## config.mk

```make
export PLATFORM = sky130hd
export DESIGN_NAME = flv_video_tag_header_builder_flat
export DESIGN_NICKNAME = d
export VERILOG_FILES = /design/src/sv/fvtb_pkg.sv /design/src/sv/fvtb_if.sv /design/src/sv/fvtb_ms_conv.sv /design/src/sv/flv_video_tag_header_builder.sv /design/src/flat_wrapper.sv
export SDC_FILE = /design/constraint.sdc
export NUM_CORES = 1
export LEC_CHECK = 0
export BUFFER_PORTS_ARGS = -buffer_cell sky130_fd_sc_hd__buf_2
export CORE_ASPECT_RATIO = 0.6
export CORE_MARGIN = 4
export CORE_UTILIZATION = 32
export CTS_CLUSTER_DIAMETER = 40
export DETAILED_ROUTE_END_ITERATION = 10
export PLACE_DENSITY_LB_ADDON = 0.15
export SETUP_SLACK_MARGIN = 0.15
export SLEW_MARGIN = 5
export SYNTH_ARGS = -nofsm -noshare
export SYNTH_HDL_FRONTEND = slang
export SYNTH_HIERARCHICAL = 1
export SYNTH_SLANG_ARGS = --single-unit
```

## constraint.sdc

```tcl
create_clock -name clk -period 10.3 [get_ports clk]
set_input_delay 2.06 -clock clk [delete_from_list [all_inputs] [get_ports clk]]
set_output_delay 2.06 -clock clk [all_outputs]
set_load 0.05 [all_outputs]
```

## src/sv/fvtb_pkg.sv

```systemverilog
`timescale 1ns / 1ps
// Shared constants, widths and converter handshake structs for the FLV video tag builder.
// No dependencies; the design files refer to this package by scoped names, the testbench by import.
package fvtb_pkg;

  // Field and datapath widths
  localparam int TICK_W    = 40;  // signed frame-tick times
  localparam int RATE_W    = 10;  // frame rate register
  localparam int QUO_W     = 49;  // |ticks| * 1000 + rate/2 and its quotient
  localparam int MS_W      = 50;  // signed millisecond values
  localparam int SIZE_W    = 24;  // payload size
  localparam int TRAILER_W = 25;  // previous-tag-size word
  localparam int HALF_W    = 64;  // one half of the 16-byte tag header
  localparam int CNT_W     = 6;   // divide step counter

  // Register reset and limits
  localparam logic [RATE_W-1:0] RATE_RESET  = 10'd30;
  localparam logic [SIZE_W-1:0] MAX_PAYLOAD = 24'd16777210;

  // Tag header codes
  localparam logic [7:0]           VID_TAG_TYPE     = 8'h09;
  localparam logic [3:0]           CODEC_AVC        = 4'h7;
  localparam logic [3:0]           KEY_FRAME_CODE   = 4'h1;
  localparam logic [3:0]           INTER_FRAME_CODE = 4'h2;
  localparam logic [7:0]           PKT_NALU         = 8'h01;
  localparam logic [7:0]           PKT_END_SEQ      = 8'h02;
  localparam logic [SIZE_W-1:0]    DATA_HDR_LEN     = 24'd5;
  localparam logic [TRAILER_W-1:0] TAG_HDR_LEN      = 25'd16;

  // Request into the tick-to-millisecond converter
  typedef struct packed {
    logic                     start;
    logic signed [TICK_W-1:0] ticks;
    logic [RATE_W-1:0]        rate;
  } conv_req_t;

  // Response from the converter: done pulses for one cycle with ms valid
  typedef struct packed {
    logic                   done;
    logic signed [MS_W-1:0] ms;
  } conv_rsp_t;

endpackage

```

## src/sv/fvtb_if.sv

```systemverilog
`timescale 1ns / 1ps
// Valid/ready channel interfaces for frame descriptors and tag header results.
// Depends on fvtb_pkg for field widths.
interface fvtb_in_if;
  logic                               valid;
  logic                               ready;
  logic                               mode;
  logic [fvtb_pkg::SIZE_W-1:0]        payload_size;
  logic signed [fvtb_pkg::TICK_W-1:0] present_time;
  logic signed [fvtb_pkg::TICK_W-1:0] decode_time;
  logic                               is_keyframe;

  modport source (output valid, mode, payload_size, present_time, decode_time, is_keyframe,
                  input ready);
  modport sink (input valid, mode, payload_size, present_time, decode_time, is_keyframe,
                output ready);
endinterface

interface fvtb_out_if;
  logic                           valid;
  logic                           ready;
  logic [fvtb_pkg::HALF_W-1:0]    header_first_half;
  logic [fvtb_pkg::HALF_W-1:0]    header_second_half;
  logic [fvtb_pkg::TRAILER_W-1:0] trailer_size;
  logic                           status;

  modport source (output valid, header_first_half, header_second_half, trailer_size, status,
                  input ready);
  modport sink (input valid, header_first_half, header_second_half, trailer_size, status,
                output ready);
endinterface

```

## src/sv/fvtb_ms_conv.sv

```systemverilog
`timescale 1ns / 1ps
// Tick-to-millisecond converter: sign(t) * ((|t| * 1000 + rate/2) / rate),
// built on one restoring divider that retires one quotient bit per cycle. Uses fvtb_pkg.
module fvtb_ms_conv (
  input  logic                clk,
  input  logic                rst_n,
  input  fvtb_pkg::conv_req_t req,
  output fvtb_pkg::conv_rsp_t rsp
);

  typedef enum logic [5:0] {
    CV_IDLE = 6'b000001,
    CV_ABS  = 6'b000010,
    CV_MUL3 = 6'b000100,
    CV_SUB  = 6'b001000,
    CV_DIV  = 6'b010000,
    CV_SIGN = 6'b100000
  } cv_state_t;

  cv_state_t                          state_r, state_nxt;
  logic                               done_r, done_nxt;
  logic [fvtb_pkg::CNT_W-1:0]         cnt_r, cnt_nxt;
  logic signed [fvtb_pkg::TICK_W-1:0] ticks_r, ticks_nxt;
  logic                               neg_r, neg_nxt;
  logic [fvtb_pkg::RATE_W-1:0]        div_r, div_nxt;
  logic [fvtb_pkg::RATE_W-2:0]        half_r, half_nxt;
  logic [fvtb_pkg::TICK_W-1:0]        mag_r, mag_nxt;
  logic [fvtb_pkg::TICK_W+1:0]        mag3_r, mag3_nxt;
  logic [fvtb_pkg::QUO_W-1:0]         quo_r, quo_nxt;
  logic [fvtb_pkg::RATE_W-1:0]        rem_r, rem_nxt;
  logic signed [fvtb_pkg::MS_W-1:0]   ms_r, ms_nxt;

  logic [fvtb_pkg::RATE_W:0]          part;
  logic [fvtb_pkg::RATE_W:0]          part_diff;
  logic                               part_ge;
  logic [fvtb_pkg::MS_W-1:0]          scaled;
  logic [fvtb_pkg::MS_W-1:0]          quo_ext;

  // One restoring divide step: shift in the next dividend bit, subtract if it fits
  assign part      = {rem_r, quo_r[fvtb_pkg::QUO_W-1]};
  assign part_ge   = part >= {1'b0, div_r};
  assign part_diff = part - {1'b0, div_r};

  // |t| * 1000 + rate/2 = (|t| << 10 | rate/2) - 3|t| << 3, since rate/2 < 1024
  assign scaled  = {mag_r, 1'b0, half_r} - {5'd0, mag3_r, 3'd0};
  assign quo_ext = {1'b0, quo_r};

  // Sequence the conversion
  always_comb begin
    state_nxt = state_r;
    done_nxt  = 1'b0;
    cnt_nxt   = cnt_r;
    ticks_nxt = ticks_r;
    neg_nxt   = neg_r;
    div_nxt   = div_r;
    half_nxt  = half_r;
    mag_nxt   = mag_r;
    mag3_nxt  = mag3_r;
    quo_nxt   = quo_r;
    rem_nxt   = rem_r;
    ms_nxt    = ms_r;
    case (state_r)
      CV_IDLE: begin
        if (req.start) begin
          ticks_nxt = req.ticks;
          neg_nxt   = req.ticks[fvtb_pkg::TICK_W-1];
          div_nxt   = req.rate;
          half_nxt  = req.rate[fvtb_pkg::RATE_W-1:1];
          state_nxt = CV_ABS;
        end
      end
      CV_ABS: begin
        mag_nxt   = neg_r ? (fvtb_pkg::TICK_W'(0) - ticks_r) : ticks_r;
        state_nxt = CV_MUL3;
      end
      CV_MUL3: begin
        mag3_nxt  = {2'b00, mag_r} + {1'b0, mag_r, 1'b0};
        state_nxt = CV_SUB;
      end
      CV_SUB: begin
        quo_nxt   = scaled[fvtb_pkg::QUO_W-1:0];
        rem_nxt   = '0;
        cnt_nxt   = '0;
        state_nxt = CV_DIV;
      end
      CV_DIV: begin
        rem_nxt = part_ge ? part_diff[fvtb_pkg::RATE_W-1:0] : part[fvtb_pkg::RATE_W-1:0];
        quo_nxt = {quo_r[fvtb_pkg::QUO_W-2:0], part_ge};
        cnt_nxt = cnt_r + 1'b1;
        if (cnt_r == fvtb_pkg::CNT_W'(fvtb_pkg::QUO_W - 1)) begin
          state_nxt = CV_SIGN;
        end
      end
      CV_SIGN: begin
        ms_nxt    = neg_r ? (fvtb_pkg::MS_W'(0) - quo_ext) : quo_ext;
        done_nxt  = 1'b1;
        state_nxt = CV_IDLE;
      end
      default: begin
        state_nxt = CV_IDLE;
      end
    endcase
  end

  // Control state
  always_ff @(posedge clk) begin
    if (!rst_n) begin
      state_r <= CV_IDLE;
      done_r  <= 1'b0;
      cnt_r   <= '0;
    end else begin
      state_r <= state_nxt;
      done_r  <= done_nxt;
      cnt_r   <= cnt_nxt;
    end
  end

  // Datapath
  always_ff @(posedge clk) begin
    ticks_r <= ticks_nxt;
    neg_r   <= neg_nxt;
    div_r   <= div_nxt;
    half_r  <= half_nxt;
    mag_r   <= mag_nxt;
    mag3_r  <= mag3_nxt;
    quo_r   <= quo_nxt;
    rem_r   <= rem_nxt;
    ms_r    <= ms_nxt;
  end

  assign rsp.done = done_r;
  assign rsp.ms   = ms_r;

endmodule

```

## src/sv/flv_video_tag_header_builder.sv

```systemverilog
`timescale 1ns / 1ps
// FLV AVC video tag header builder top level: sequencer, stream state and result register.
// Depends on fvtb_pkg, fvtb_in_if / fvtb_out_if and fvtb_ms_conv.
//
// Usage:
//   in_ch carries one frame descriptor (mode 0) or a close request (mode 1) per transfer.
//   out_ch returns one result per transfer: the 16-byte tag header as two 64-bit halves,
//   the previous-tag-size trailer and a status bit (1 = invalid argument, header zeroed).
//   cfg_we/cfg_wdata write frame_rate (0 acts as 1); write it only while the block is idle.
//   A valid frame runs two tick-to-ms conversions through one shared converter, one after
//   the other, each made of request capture, 3 setup steps, 49 divide steps, a sign step
//   and the handoff. A close or a rejected size skips the converter and goes straight to
//   the result.
//   One item at a time: in_ch.ready is high only while the sequencer is idle, so a new item
//   is taken only once the last has left the sequencer; for valid frames the serial divider sets the pace.
//   The result sits in an output register, so the next item is taken while it waits.
//   If out_ch stalls, a finished result waits in the sequencer until the register frees.
//   Reset (rst_n low, synchronous) sets frame_rate to 30, clears the stream state, sets
//   the last tag time to all ones and empties the output register. A close transfer
//   returns the stream state, but not frame_rate, to its reset values.
module flv_video_tag_header_builder (
  input  logic                        clk,
  input  logic                        rst_n,
  input  logic                        cfg_we,
  input  logic [fvtb_pkg::RATE_W-1:0] cfg_wdata,
  fvtb_in_if.sink                     in_ch,
  fvtb_out_if.source                  out_ch
);

  typedef enum logic [4:0] {
    S_IDLE  = 5'b00001,
    S_PTS   = 5'b00010,
    S_DTS   = 5'b00100,
    S_CHECK = 5'b01000,
    S_EMIT  = 5'b10000
  } seq_state_t;

  seq_state_t                         state_r, state_nxt;
  logic                               start_r, start_nxt;
  logic [fvtb_pkg::RATE_W-1:0]        frame_rate_r;
  logic [fvtb_pkg::RATE_W-1:0]        rate_eff;

  // Stream state
  logic                               started_r, started_nxt;
  logic [fvtb_pkg::MS_W-1:0]          offset_r, offset_nxt;
  logic signed [fvtb_pkg::MS_W-1:0]   prev_dec_r, prev_dec_nxt;
  logic [31:0]                        prev_tag_r, prev_tag_nxt;

  // Latched item and conversion results
  logic [fvtb_pkg::SIZE_W-1:0]        size_r, size_nxt;
  logic signed [fvtb_pkg::TICK_W-1:0] pts_r, pts_nxt;
  logic signed [fvtb_pkg::TICK_W-1:0] dts_r, dts_nxt;
  logic                               key_r, key_nxt;
  logic signed [fvtb_pkg::MS_W-1:0]   pts_ms_r, pts_ms_nxt;
  logic signed [fvtb_pkg::MS_W-1:0]   dts_ms_r, dts_ms_nxt;

  // Finished result waiting for the output register
  logic [fvtb_pkg::HALF_W-1:0]        res_first_r, res_first_nxt;
  logic [fvtb_pkg::HALF_W-1:0]        res_second_r, res_second_nxt;
  logic [fvtb_pkg::TRAILER_W-1:0]     res_trailer_r, res_trailer_nxt;
  logic                               res_status_r, res_status_nxt;

  // Output register
  logic                               out_valid_r, out_valid_nxt;
  logic [fvtb_pkg::HALF_W-1:0]        out_first_r, out_first_nxt;
  logic [fvtb_pkg::HALF_W-1:0]        out_second_r, out_second_nxt;
  logic [fvtb_pkg::TRAILER_W-1:0]     out_trailer_r, out_trailer_nxt;
  logic                               out_status_r, out_status_nxt;

  fvtb_pkg::conv_req_t                conv_req;
  fvtb_pkg::conv_rsp_t                conv_rsp;

  logic                               in_xfer;
  logic                               out_free;
  logic                               size_bad;
  logic                               set_offset;
  logic                               order_err;
  logic [31:0]                        tag_time;
  logic [23:0]                        comp_time;
  logic [3:0]                         frame_kind;

  assign rate_eff = (frame_rate_r == '0) ? fvtb_pkg::RATE_W'(1) : frame_rate_r;
  assign in_xfer  = in_ch.valid && in_ch.ready;
  assign out_free = !out_valid_r || out_ch.ready;
  assign size_bad = (in_ch.payload_size == '0) || (in_ch.payload_size > fvtb_pkg::MAX_PAYLOAD);

  // Shared converter: pts first, then dts
  assign conv_req.start = start_r;
  assign conv_req.ticks = (state_r == S_DTS) ? dts_r : pts_r;
  assign conv_req.rate  = rate_eff;

  fvtb_ms_conv u_conv (
    .clk   (clk),
    .rst_n (rst_n),
    .req   (conv_req),
    .rsp   (conv_rsp)
  );

  // Order checks and tag fields; a fresh offset cancels dts, giving tag time zero
  assign set_offset = !started_r && dts_ms_r[fvtb_pkg::MS_W-1];
  assign order_err  = (started_r && (dts_ms_r < prev_dec_r)) || (pts_ms_r < dts_ms_r);
  assign tag_time   = set_offset ? 32'd0 : (dts_ms_r[31:0] + offset_r[31:0]);
  assign comp_time  = pts_ms_r[23:0] - dts_ms_r[23:0];
  assign frame_kind = key_r ? fvtb_pkg::KEY_FRAME_CODE : fvtb_pkg::INTER_FRAME_CODE;

  // Sequencer
  always_comb begin
    state_nxt       = state_r;
    start_nxt       = 1'b0;
    started_nxt     = started_r;
    offset_nxt      = offset_r;
    prev_dec_nxt    = prev_dec_r;
    prev_tag_nxt    = prev_tag_r;
    size_nxt        = size_r;
    pts_nxt         = pts_r;
    dts_nxt         = dts_r;
    key_nxt         = key_r;
    pts_ms_nxt      = pts_ms_r;
    dts_ms_nxt      = dts_ms_r;
    res_first_nxt   = res_first_r;
    res_second_nxt  = res_second_r;
    res_trailer_nxt = res_trailer_r;
    res_status_nxt  = res_status_r;
    out_valid_nxt   = out_valid_r && !out_ch.ready;
    out_first_nxt   = out_first_r;
    out_second_nxt  = out_second_r;
    out_trailer_nxt = out_trailer_r;
    out_status_nxt  = out_status_r;
    case (state_r)
      S_IDLE: begin
        if (in_xfer) begin
          size_nxt = in_ch.payload_size;
          pts_nxt  = in_ch.present_time;
          dts_nxt  = in_ch.decode_time;
          key_nxt  = in_ch.is_keyframe;
          if (in_ch.mode) begin
            // End-of-sequence tag at the last tag time, then clear the stream
            res_first_nxt   = {fvtb_pkg::VID_TAG_TYPE, fvtb_pkg::DATA_HDR_LEN,
                               prev_tag_r[23:0], 1'b0, prev_tag_r[30:24]};
            res_second_nxt  = {24'd0, fvtb_pkg::KEY_FRAME_CODE, fvtb_pkg::CODEC_AVC,
                               fvtb_pkg::PKT_END_SEQ, 24'd0};
            res_trailer_nxt = fvtb_pkg::TAG_HDR_LEN;
            res_status_nxt  = 1'b0;
            started_nxt     = 1'b0;
            offset_nxt      = '0;
            prev_dec_nxt    = '0;
            prev_tag_nxt    = '1;
            state_nxt       = S_EMIT;
          end else if (size_bad) begin
            res_first_nxt   = '0;
            res_second_nxt  = '0;
            res_trailer_nxt = '0;
            res_status_nxt  = 1'b1;
            state_nxt       = S_EMIT;
          end else begin
            start_nxt = 1'b1;
            state_nxt = S_PTS;
          end
        end
      end
      S_PTS: begin
        if (conv_rsp.done) begin
          pts_ms_nxt = conv_rsp.ms;
          start_nxt  = 1'b1;
          state_nxt  = S_DTS;
        end
      end
      S_DTS: begin
        if (conv_rsp.done) begin
          dts_ms_nxt = conv_rsp.ms;
          state_nxt  = S_CHECK;
        end
      end
      S_CHECK: begin
        // Offset sticks even when the frame is then rejected
        if (set_offset) begin
          offset_nxt = fvtb_pkg::MS_W'(0) - dts_ms_r;
        end
        if (order_err) begin
          res_first_nxt   = '0;
          res_second_nxt  = '0;
          res_trailer_nxt = '0;
          res_status_nxt  = 1'b1;
        end else begin
          res_first_nxt   = {fvtb_pkg::VID_TAG_TYPE, size_r + fvtb_pkg::DATA_HDR_LEN,
                             tag_time[23:0], 1'b0, tag_time[30:24]};
          res_second_nxt  = {24'd0, frame_kind, fvtb_pkg::CODEC_AVC,
                             fvtb_pkg::PKT_NALU, comp_time};
          res_trailer_nxt = {1'b0, size_r} + fvtb_pkg::TAG_HDR_LEN;
          res_status_nxt  = 1'b0;
          started_nxt     = 1'b1;
          prev_dec_nxt    = dts_ms_r;
          prev_tag_nxt    = tag_time;
        end
        state_nxt = S_EMIT;
      end
      S_EMIT: begin
        // Hold the result until the output register frees
        if (out_free) begin
          out_valid_nxt   = 1'b1;
          out_first_nxt   = res_first_r;
          out_second_nxt  = res_second_r;
          out_trailer_nxt = res_trailer_r;
          out_status_nxt  = res_status_r;
          state_nxt       = S_IDLE;
        end
      end
      default: begin
        state_nxt = S_IDLE;
      end
    endcase
  end

  // Control and stream state
  always_ff @(posedge clk) begin
    if (!rst_n) begin
      state_r      <= S_IDLE;
      start_r      <= 1'b0;
      frame_rate_r <= fvtb_pkg::RATE_RESET;
      started_r    <= 1'b0;
      offset_r     <= '0;
      prev_dec_r   <= '0;
      prev_tag_r   <= '1;
      out_valid_r  <= 1'b0;
    end else begin
      state_r     <= state_nxt;
      start_r     <= start_nxt;
      started_r   <= started_nxt;
      offset_r    <= offset_nxt;
      prev_dec_r  <= prev_dec_nxt;
      prev_tag_r  <= prev_tag_nxt;
      out_valid_r <= out_valid_nxt;
      if (cfg_we) begin
        frame_rate_r <= cfg_wdata;
      end
    end
  end

  // Payload registers
  always_ff @(posedge clk) begin
    size_r        <= size_nxt;
    pts_r         <= pts_nxt;
    dts_r         <= dts_nxt;
    key_r         <= key_nxt;
    pts_ms_r      <= pts_ms_nxt;
    dts_ms_r      <= dts_ms_nxt;
    res_first_r   <= res_first_nxt;
    res_second_r  <= res_second_nxt;
    res_trailer_r <= res_trailer_nxt;
    res_status_r  <= res_status_nxt;
    out_first_r   <= out_first_nxt;
    out_second_r  <= out_second_nxt;
    out_trailer_r <= out_trailer_nxt;
    out_status_r  <= out_status_nxt;
  end

  assign in_ch.ready               = (state_r == S_IDLE);
  assign out_ch.valid              = out_valid_r;
  assign out_ch.header_first_half  = out_first_r;
  assign out_ch.header_second_half = out_second_r;
  assign out_ch.trailer_size       = out_trailer_r;
  assign out_ch.status             = out_status_r;

  // Converter is kicked only while the sequencer waits on it
  a_start_in_conv: assert property (@(posedge clk) disable iff (!rst_n)
    start_r |-> (state_r == S_PTS || state_r == S_DTS))
    else $error("converter started outside a conversion state");

  // Converter answers only while the sequencer waits on it
  a_done_in_conv: assert property (@(posedge clk) disable iff (!rst_n)
    conv_rsp.done |-> (state_r == S_PTS || state_r == S_DTS))
    else $error("converter done outside a conversion state");

  // An accepted item always takes the sequencer out of idle
  a_accept_leaves_idle: assert property (@(posedge clk) disable iff (!rst_n)
    in_xfer |=> (state_r != S_IDLE))
    else $error("sequencer stayed idle after an input transfer");

  // A rejected item carries a zeroed header and trailer
  a_error_zeroed: assert property (@(posedge clk) disable iff (!rst_n)
    (out_valid_r && out_status_r) |->
      (out_first_r == '0 && out_second_r == '0 && out_trailer_r == '0))
    else $error("error result with nonzero header");

  // An accepted frame or close always carries at least the header length
  a_ok_trailer: assert property (@(posedge clk) disable iff (!rst_n)
    (out_valid_r && !out_status_r) |-> (out_trailer_r >= fvtb_pkg::TAG_HDR_LEN))
    else $error("good result with short trailer size");

endmodule

```

## src/flat_wrapper.sv

```systemverilog
// flat-port wrapper written by rule: the top's interface ports become plain ports
module flv_video_tag_header_builder_flat 
  (clk, rst_n, cfg_we, cfg_wdata, in_ch_valid, in_ch_mode, in_ch_payload_size, in_ch_present_time, in_ch_decode_time, in_ch_is_keyframe, in_ch_ready, out_ch_valid, out_ch_header_first_half, out_ch_header_second_half, out_ch_trailer_size, out_ch_status, out_ch_ready);
  fvtb_in_if in_ch_i ();
  fvtb_out_if out_ch_i ();
  input  logic clk;
  input  logic rst_n;
  input  logic cfg_we;
  input  logic [fvtb_pkg::RATE_W-1:0] cfg_wdata;
  input wire logic [$bits(in_ch_i.valid)-1:0] in_ch_valid;
  input wire logic [$bits(in_ch_i.mode)-1:0] in_ch_mode;
  input wire logic [$bits(in_ch_i.payload_size)-1:0] in_ch_payload_size;
  input wire logic [$bits(in_ch_i.present_time)-1:0] in_ch_present_time;
  input wire logic [$bits(in_ch_i.decode_time)-1:0] in_ch_decode_time;
  input wire logic [$bits(in_ch_i.is_keyframe)-1:0] in_ch_is_keyframe;
  output wire logic [$bits(in_ch_i.ready)-1:0] in_ch_ready;
  output wire logic [$bits(out_ch_i.valid)-1:0] out_ch_valid;
  output wire logic [$bits(out_ch_i.header_first_half)-1:0] out_ch_header_first_half;
  output wire logic [$bits(out_ch_i.header_second_half)-1:0] out_ch_header_second_half;
  output wire logic [$bits(out_ch_i.trailer_size)-1:0] out_ch_trailer_size;
  output wire logic [$bits(out_ch_i.status)-1:0] out_ch_status;
  input wire logic [$bits(out_ch_i.ready)-1:0] out_ch_ready;
  assign in_ch_i.valid = in_ch_valid;
  assign in_ch_i.mode = in_ch_mode;
  assign in_ch_i.payload_size = in_ch_payload_size;
  assign in_ch_i.present_time = in_ch_present_time;
  assign in_ch_i.decode_time = in_ch_decode_time;
  assign in_ch_i.is_keyframe = in_ch_is_keyframe;
  assign in_ch_ready = in_ch_i.ready;
  assign out_ch_valid = out_ch_i.valid;
  assign out_ch_header_first_half = out_ch_i.header_first_half;
  assign out_ch_header_second_half = out_ch_i.header_second_half;
  assign out_ch_trailer_size = out_ch_i.trailer_size;
  assign out_ch_status = out_ch_i.status;
  assign out_ch_i.ready = out_ch_ready;
  flv_video_tag_header_builder u_core (.clk(clk), .rst_n(rst_n), .cfg_we(cfg_we), .cfg_wdata(cfg_wdata), .in_ch(in_ch_i), .out_ch(out_ch_i));
endmodule
```

## Word-level counts from Yosys, hierarchy flattened

Index checks and enable logic that the tools add are counted.

| operators by class | value |
|---|---|
| reductions and logical operators | 24 |
| multiplexer cells | 60 |
| $lt $le $gt $ge | 4 |
| eq/ne operators | 22 |
| add/subtract/negate cells | 11 |

Operator list:

| operator | count |
|---|---|
| 64-bit 2-to-1 mux | 5 |
| 64-bit one-hot mux with 2 select lines | 2 |
| 31-bit 2-to-1 mux | 5 |
| 50-bit 2-to-1 mux | 3 |
| 31-bit one-hot mux with 2 select lines | 2 |
| 40-bit 2-to-1 mux | 3 |
| 50-bit < comparator | 2 |
| 25-bit 2-to-1 mux | 4 |
| 50-bit one-hot mux with 2 select lines | 1 |
| 49-bit one-hot mux with 2 select lines | 1 |
| 60-bit 2-to-1 mux | 1 |
| 25-bit one-hot mux with 2 select lines | 1 |
| 1-bit by 49-bit subtractor with 50-bit output, first input constant | 1 |
| 49-bit 2-to-1 mux | 1 |
| 49-bit by 45-bit subtractor with 49-bit output | 1 |
| 40-bit by 41-bit adder with 42-bit output | 1 |
| 1-bit by 40-bit subtractor with 40-bit output, first input constant | 1 |
| 31-bit adder | 1 |
| 1-bit by 31-bit subtractor with 31-bit output, first input constant | 1 |
| 5-bit 2-to-1 mux | 6 |
| 6-bit one-hot mux with 5 select lines | 1 |
| 24-bit by 5-bit adder with 25-bit output, second input constant | 1 |
| 5-bit one-hot mux with 5 select lines | 1 |
| 24-bit by 3-bit adder with 24-bit output, second input constant | 1 |
| other kinds (35) | 74 |

| word-level totals | value |
|---|---|
| input bits | 121 |
| register bits after elaboration | 898 |
| word-level logic and storage cells | 156 |

## Depth between registers and ports, before layout

Gate-level depths: netlist of the first run.

| depth | value |
|---|---|
| word-level depth | 6 |
| depth in mapped cells | 15 |
| mapped depth without buffers | 13 |

## Hierarchy

Netlist of the first run, hierarchy kept.

By module, submodules not included:

| module | cells each | seq. area each (sq um) | instances | area each (sq um) |
|---|---|---|---|---|
| flv_video_tag_header_builder | 2138 | 15364.7 | 1 | 25260.5 |
| fvtb_ms_conv | 1496 | 7497.2 | 1 | 15502.4 |

## Least setup slack after synthesis of the first run

OpenSTA, ideal clock, no wires.

| path | value |
|---|---|
| kind | input-to-reg |
| from | input port in_ch_payload_size[1] |
| to | register u_core/res_first_r[0] in the netlist's numbering, enable pin |
| cell stages on the path | 5 |
| setup slack | -0.748 ns |
| buffers on the path | 0 |
| required time | 9.569 ns |
| setup time | 0.731 ns |
| arrival time | 10.317 ns |
| cells stage by stage | nor4_1 nand4_1 nor2_1 a211oi_1 o21ai_0 |

| on the way | value |
|---|---|
| longest elaborated chain between the ends | 4 |
| elaborated cells on any way between the ends | 5 |
| those cells by class | order compare: 1; eq/ne: 1; reduce/logical: 3 |

RTL lines:

| element | line | source |
|---|---|---|
| start: declaration | flat_wrapper.sv:12 | `input wire logic [$bits(in_ch_i.payload_size)-1:0] in_ch_payload_size;` |
| 24-bit > comparator / 24-bit zero test (equally long branches) | flv_video_tag_header_builder.sv:85 | `assign size_bad = (in_ch.payload_size == '0) \|\| (in_ch.payload_size > fvtb_pkg::MAX_PAYLOAD);` |
| 1-bit logical OR * | flv_video_tag_header_builder.sv:85 |  |
| 3-bit inequality test (no line) * | - |  |
| 3-bit AND reduction (no line) * | - |  |
| end signal: assignment | flv_video_tag_header_builder.sv:247 | `res_first_r <= res_first_nxt;` |
| end: declaration | flv_video_tag_header_builder.sv:58 | `logic [fvtb_pkg::HALF_W-1:0] res_first_r, res_first_nxt;` |

Mark *: on every way between the ends. The rest lies on a longest branch, timed or not.
A chain may end at the register's enable or synchronous reset.

## Final worst setup path of the first run

| path | value |
|---|---|
| from | register u_core/dts_ms_r[0] in the netlist's numbering |
| to | register u_core/res_first_r[31] in the netlist's numbering (data pin) |

| on the way | value |
|---|---|
| longest elaborated chain between the ends | 5 |
| elaborated cells on any way between the ends | 8 |
| those cells by class | add/sub: 1; order compare: 2; mux: 3; reduce/logical: 2 |

RTL lines:

| element | line | source |
|---|---|---|
| start: declaration | flv_video_tag_header_builder.sv:55 | `logic signed [fvtb_pkg::MS_W-1:0] dts_ms_r, dts_ms_nxt;` |
| start signal: assignment | flv_video_tag_header_builder.sv:246 | `dts_ms_r <= dts_ms_nxt;` |
| 50-bit < comparator | flv_video_tag_header_builder.sv:101 | `assign order_err = (started_r && (dts_ms_r < prev_dec_r)) \|\| (pts_ms_r < dts_ms_r);` |
| 1-bit logical AND | flv_video_tag_header_builder.sv:101 |  |
| 1-bit logical OR | flv_video_tag_header_builder.sv:101 |  |
| 60-bit 2-to-1 mux * | flv_video_tag_header_builder.sv:179 | `if (order_err) begin` |
| 64-bit one-hot mux with 2 select lines * | flv_video_tag_header_builder.sv:129 | `case (state_r)` |
| net u_core.res_first_nxt (one bit) | flv_video_tag_header_builder.sv:58 |  |

Mark *: on every way through the listed nets, which the timed path passes. The rest lies on a longest branch.

==> impl_metrics.tcl, run 1 <==
set metrics [dict create \
    critical_path_required_ps 10720 \
    final_common_cell "edfxtp_1" \
    drv_cap 0 \
    cpPeakStageDelay_ps 850 \
    clock_path_buffers 3 \
    grt_pass1_vias 26950 \
    overflow 0 \
    gr-usage-all-layers 0.1644 \
    route.detailed.drc 0 \
    cpMostUsedCell "buf_4" \
    hpwl_mm 80.56 \
    pin_count 277 \
    crit_type "register to register" \
    fillers 12420 \
    synth-main-ff-cell "edfxtp_1" \
    antenna_found_initial 1 \
    routed_wl_mm 110.7 \
    multi_input_area_sq_um 16440 \
    htreeDepth 3 \
    setup_tns_ps 0 \
    cts_tree "done" \
    clock-sinks 809 \
    startpoint "u_core/dts_ms_r[0]" \
    drive_above_1_share 0.1335 \
    whs_ps 411.9 \
    max_freq_mhz 176.8 \
    crit_buf_inv 2 \
    startpoint_type "register" \
    gp_congestion 0.8680 \
    grt_pass1_wl_mm 169.3 \
    p_total_uw 8020 \
    final_max_slew_viol_count 0 \
    die_w_um 468.8 \
    worstMarginPinSlew_ps 1267 \
    yosysTopAreaCell "edfxtp_1" \
    cp_slowest_cell "a2111oi_1" \
    holdBufCountCts 0 \
    synth_top_area_frac 0.4906 \
    path_cells "ha_1 > fa_1 > nor2b_1 > o31a_1 > o21bai_1 > a2111oi_1 > o21ai_1 > o2111ai_1 > xor2_1 > or3_4 > buf_4 > buf_4 > o31ai_1" \
    ff_latch_area_sq_um 22860 \
    endpoint_kind "register" \
    core_sq_um 126500 \
    die_y_um 284.5 \
    avgRoutedWirePerCell_um 19.50 \
    min_from "u_core/res_status_r" \
    final_cell_mix "edfxtp_1, nand2_1, nor2_1, buf_2, ha_1" \
    area_growth_pct 16.76 \
    syn_inst 3634 \
    reg2reg_from "u_core/dts_ms_r[0]" \
    relSlewSlack 0.1445 \
    initial_core_util 0.3222 \
    finalCritPeriodShare 0.5490 \
    period_minus_slack_ps 5655 \
    rsz0062_at_grt "false" \
    cts_buffers 114 \
    synth_edf_count 666 \
    yosysWarnings 6 \
    post-cts-setup-buffers 0 \
    ys_seq_area_frac 0.5609 \
    vias_per_cell 4.939 \
    worstHoldPathType "register to register" \
    outcome "completed" \
    synth_area_leaders "edfxtp_1, ha_1, dfxtp_1" \
    async_reset_ff_frac 0 \
    vias 28040 \
    cts_root_buf "clkbuf_16" \
    final-setup-viol-count 0 \
    clk_pin_slew_ps 60 \
    p_leak_uw 0.01810 \
    rows 101 \
    drt_iter0_drc 2323 \
    synth_cell_types 90 \
    dieArea_sq_um 133300 \
    path_delay_family "compound AO/OA/AOI/OAI gates" \
    skew_ps 37.46 \
    critPathMaxFanout 51 \
    post_cts_resized 0 \
    drtPass1Iterations 5 \
    io_buffers 236 \
    crit_arrival_ps 6080 \
    power_density_nw_per_um2 168.5 \
    final_antenna_net_count 0 \
    clk_latency_ps 720 \
    final_nets 4233 \
    peakVddDrop_mv 0.1122 \
    syn_area_sq_um 40760 \
    grt_max_degree 111 \
    ys_seq_elements 809 \
    synth_area_per_cell_sq_um 11.22 \
    hold_viol_final 0 \
]
[cells in the mapped netlist, drive strengths merged (13+ instances only)]
cell,number
and3,19
edfxtp,666
clkbuf,114
nand2,433
dfxtp,143
or2,13
nand3,59
a21o,65
mux2i,98
a211oi,24
or3,35
inv,198
a31oi,16
or4,16
xor2,68
nand4,54
nor2,290
o31ai,41
o21bai,17
and2,22
a21oi,225
nand2b,31
o21a,26
o21ai,162
nor4,26
xnor2,204
a32o,25
nor3,46
buf,71
a22oi,20
nor2b,32
ha,231
[state kept, by name, indices dropped and copies added (netlist names), 42 cells and up]
| signal | count |
|---|---|
| u_core/dts_ms_r | 50 |
| u_core/out_ch.header_first_half | 56 |
| u_core/prev_dec_r | 50 |
| u_core/pts_ms_r | 50 |
| u_core/res_first_r | 56 |
| u_core/u_conv/mag3_r | 42 |
| u_core/u_conv/ms_r | 50 |
| u_core/u_conv/quo_r | 49 |
[worst register-to-register path: stages (launching register included)]
cell and delay [ps]:
edfxtp_1 490, ha_1 260, fa_1 400, nor2b_1 200, o31a_1 230, o21bai_1 180, a2111oi_1 850, o21ai_1 310
o2111ai_1 320, xor2_1 180, or3_4 390, buf_4 620, buf_4 740, o31ai_1 210
[layer usage]
layer  vias up  part of all wire  track usage
met5         -                 0            0
met3       131             0.069      0.03995
li1      13650                 -            -
met4         0             0.017      0.03824
met2       670              0.37       0.2056
met1     13590              0.54       0.2730
[report_power, final]
part / switching, uW / total (uW) / internal, uW
combinational: 230 / 310 / 80.0
clock: 1620 / 4030 / 2410
sequential: 44.3 / 3680 / 3630
total: 1900 / 8020 / 6120
[cell type report]
type,count,share of cell area
clock buffers,132,0.06267
repair buffers,272,0.03076
diodes,1,0.00005258
well taps,1699,0.04466
inverters,200,0.01583
multi-input cells,2479,0.3454
clock inverters,85,0.02027
flip-flops and latches,809,0.4803
[worst paths after layout]
check,slack [ps],end,cells after the start
max,4650,u_core/res_first_r[31],13
min,410,u_core/out_ch.status,0
max reg2reg,4650,u_core/res_first_r[31],13
min reg2reg,410,u_core/out_ch.status,0
[per-stage QoR]
step | setup slack (ps) | instance area, sq um | std cells | util
6_report | 4645 | 47600 | 5677 | 0.3763
3_5_place_dp | 4721 | 43650 | 5459 | 0.3450
4_1_cts | 4708 | 47590 | 5676 | 0.3762
3_3_place_gp | 4855 | 43640 | 5459 | 0.3450
2_1_floorplan | 2225 | 40910 | 3673 | -
5_1_grt | 4380 | 47600 | 5677 | 0.3763
[cells by family (layout without fill, tap and decap cells)]
family,after synthesis,after routing,synth area share
xor+xnor,272,272,0.05844
flops,809,809,0.5609
simple gates,1108,1108,0.1264
fa+ha+maj,236,236,0.07336
mux,99,99,0.02434
compound gates,724,724,0.1149
buf+inv,385,689,0.04156
other cells,1,41,0.00009200
Note: power is estimated with default switching activity, not from simulation.
==> inputs of run 2 (changes only) <==
Settings changed: ABC_AREA from default to 1.
Clock period 10.3 ns to 4.83 ns, I/O delays scaled along.
==> run 2 against run 1 <==
  * Combinational power rose to 9.7 times the previous value
  * Core utilization is 0.076 points lower
  * Sequential cell count stayed put
==> impl_metrics.tcl, run 2 <==
set metrics [dict create \
    outcome "completed" \
    final_cell_mix "nand2_1, inv_1, edfxtp_1, nor2_1, nand3_1" \
    yosys-top-cells-count "nand2_1, inv_1, edfxtp_1" \
    routed_wl_mm 141.2 \
    finalCritPeriodShare 0.8144 \
    whs_ps 392.5 \
    max_freq_mhz 254.2 \
    relSlewSlack 0.3184 \
    worstMarginPinSlew_ps 1020 \
    pre_cts_ws_ps 1014 \
    instances_no_fill 7303 \
    die_y_um 296.7 \
    hold_viol_final 0 \
    grt_pass1_vias 32790 \
    clk_latency_ps 730 \
    dieArea_sq_um 145200 \
    final-setup-viol-count 0 \
    antenna_found_initial 4 \
    worstHoldPathType "register to register" \
    power_frac_comb 0.146 \
    p_leak_uw 0.02164 \
    io_buffers 236 \
    synth_cell_types 62 \
    swShare 0.2949 \
    skew_ps 35.04 \
    avgRoutedWirePerCell_um 19.33 \
    grt_pass1_wl_mm 212.0 \
    synth_edf_count 666 \
    drtPass1Iterations 5 \
    final_nets 5744 \
    syn_inst 5105 \
    grt_max_degree 75 \
    vias 35420 \
    p_sw_uw 6056 \
    synth_area_leaders "edfxtp_1, nand2_1, ha_1" \
    period_minus_slack_ps 3933 \
    power.internal_uw 14480 \
    clk_pin_slew_ps 60 \
    cts_buffers 110 \
    area_growth_pct 15.94 \
    final_antenna_net_count 0 \
    cpMostUsedCell "nand2_1" \
    clock-sinks 809 \
    crit_arrival_ps 4470 \
    critical_path_required_ps 5360 \
    synth-main-ff-cell "edfxtp_1" \
    critPathMaxFanout 49 \
    cts_root_buf "clkbuf_16" \
    ys_seq_elements 809 \
    syn_area_sq_um 44460 \
    crit_buf_inv 4 \
    drv_cap 0 \
    final_max_slew_viol_count 0 \
    cp_slowest_cell "clkinv_2" \
    setup_tns_ps 0 \
    power_density_nw_per_um2 398.4 \
    gp_congestion 0.9355 \
    final_common_cell "nand2_1" \
    peakVddDrop_mv 0.2811 \
    htreeDepth 3 \
    drt_iter0_drc 3522 \
    endpoint_kind "register" \
    synth_area_per_cell_sq_um 8.709 \
    path_cells "inv_1 > ha_1 > nand2_1 > nand2_1 > nand2_1 > nand2_1 > nand2_1 > nand3_1 > nand2_1 > nand2_2 > nand2_1 > nand3_1 > nand2_1 > nand2_1 > inv_2 > nand2_4 > nor2_8 > clkinv_2 > buf_12 > nor3b_1" \
    startpoint_type "register" \
    clock_path_buffers 3 \
    yosysTopAreaCell "edfxtp_1" \
    dp.cells 7094 \
    async_reset_ff_frac 0 \
    initial_core_util 0.3239 \
    yosysWarnings 6 \
    cpPeakStageDelay_ps 540 \
    core_sq_um 137300 \
    holdBufCountCts 0 \
    crit_type "register to register" \
    post-cts-setup-buffers 0 \
    cts_tree "done" \
    fillers 14080 \
    overflow 0 \
    vias_per_cell 4.851 \
    synth_top_area_frac 0.4498 \
    seq_power_share 0.447 \
    rows 105 \
    clkPwrFrac 0.407 \
    synth.most_common_cell "nand2_1" \
    die_w_um 489.2 \
    path_delay_family "simple AND/OR/NAND/NOR gates" \
    ys_seq_area_frac 0.5142 \
    gr-usage-all-layers 0.1910 \
    drive_above_1_share 0.1078 \
    route.detailed.drc 0 \
    pin_count 277 \
    fin_ws_ps 896.5 \
    hpwl_mm 109.3 \
    post_cts_resized 0 \
    rsz0062_at_grt "false" \
]
==> run 2: area by class of cell <==
type | instances | area, sq um | area share
sequential | 809 | 22860 | 0.4435
antenna | 1 | 2.502 | 0.00004854
tap | 1819 | 2276 | 0.04415
multi-input combinational | 3501 | 18420 | 0.3573
timing repair buffer | 281 | 1632 | 0.03165
inverter | 684 | 2569 | 0.04983
clock inverter | 74 | 905.9 | 0.01757
clock buffer | 134 | 2885 | 0.05597
==> run 2: path summary, 6_finish.rpt <==
path                            cells after the start  slack, ps                             to                    start
worst max-delay path                               20        900       u_core/res_trailer_r[11]       u_core/dts_ms_r[3]
worst min-delay path                                0        390  u_core/out_ch.trailer_size[0]  u_core/res_trailer_r[0]
worst max register to register                     20        900       u_core/res_trailer_r[11]       u_core/dts_ms_r[3]
worst min register to register                      0        390  u_core/out_ch.trailer_size[0]  u_core/res_trailer_r[0]
==> run 2: per-layer routing <==
layer | global-route usage | vias to the layer above | share of wire
li1 | - | 17480 | -
met1 | 0.3275 | 16630 | 0.55
met2 | 0.2235 | 1176 | 0.34
met3 | 0.05561 | 136 | 0.094
met4 | 0.03199 | 4 | 0.014
met5 | 0.01350 | - | 0.0018
==> run 2: logic make-up (layout without fill, tap and decap cells) <==
group,count (synthesis),after routing,synth area share
xor gates and xnor gates,144,144,0.02837
AOI/OAI and AO/OA,614,614,0.07649
buffers and inverters,834,1173,0.07694
DFF,809,809,0.5142
adders and majority gates,236,236,0.06726
and+or+nand+nor,2467,2467,0.2367
other,1,41,0.00008434
==> run 2: power by group through the flow <==
stage	sequential (uW)	clock, uW	combinational, uW
6_report	9170	8360	3010
5_1_grt	9260	8960	3330
4_1_cts	9180	8630	3020
3_5_place_dp	9320	0	3010
3_3_place_gp	9310	0	3000
2_1_floorplan	9460	0	1810
==> run 2: stage by stage <==
| step | total power, uW | instance area (sq um) | util |
|---|---|---|---|
| 3_5_place_dp | 12330 | 47760 | 0.3479 |
| 2_1_floorplan | 11270 | 44630 | - |
| 4_1_cts | 20830 | 51550 | 0.3755 |
| 3_3_place_gp | 12310 | 47760 | 0.3479 |
| 6_report | 20540 | 51550 | 0.3755 |
| 5_1_grt | 21550 | 51550 | 0.3755 |
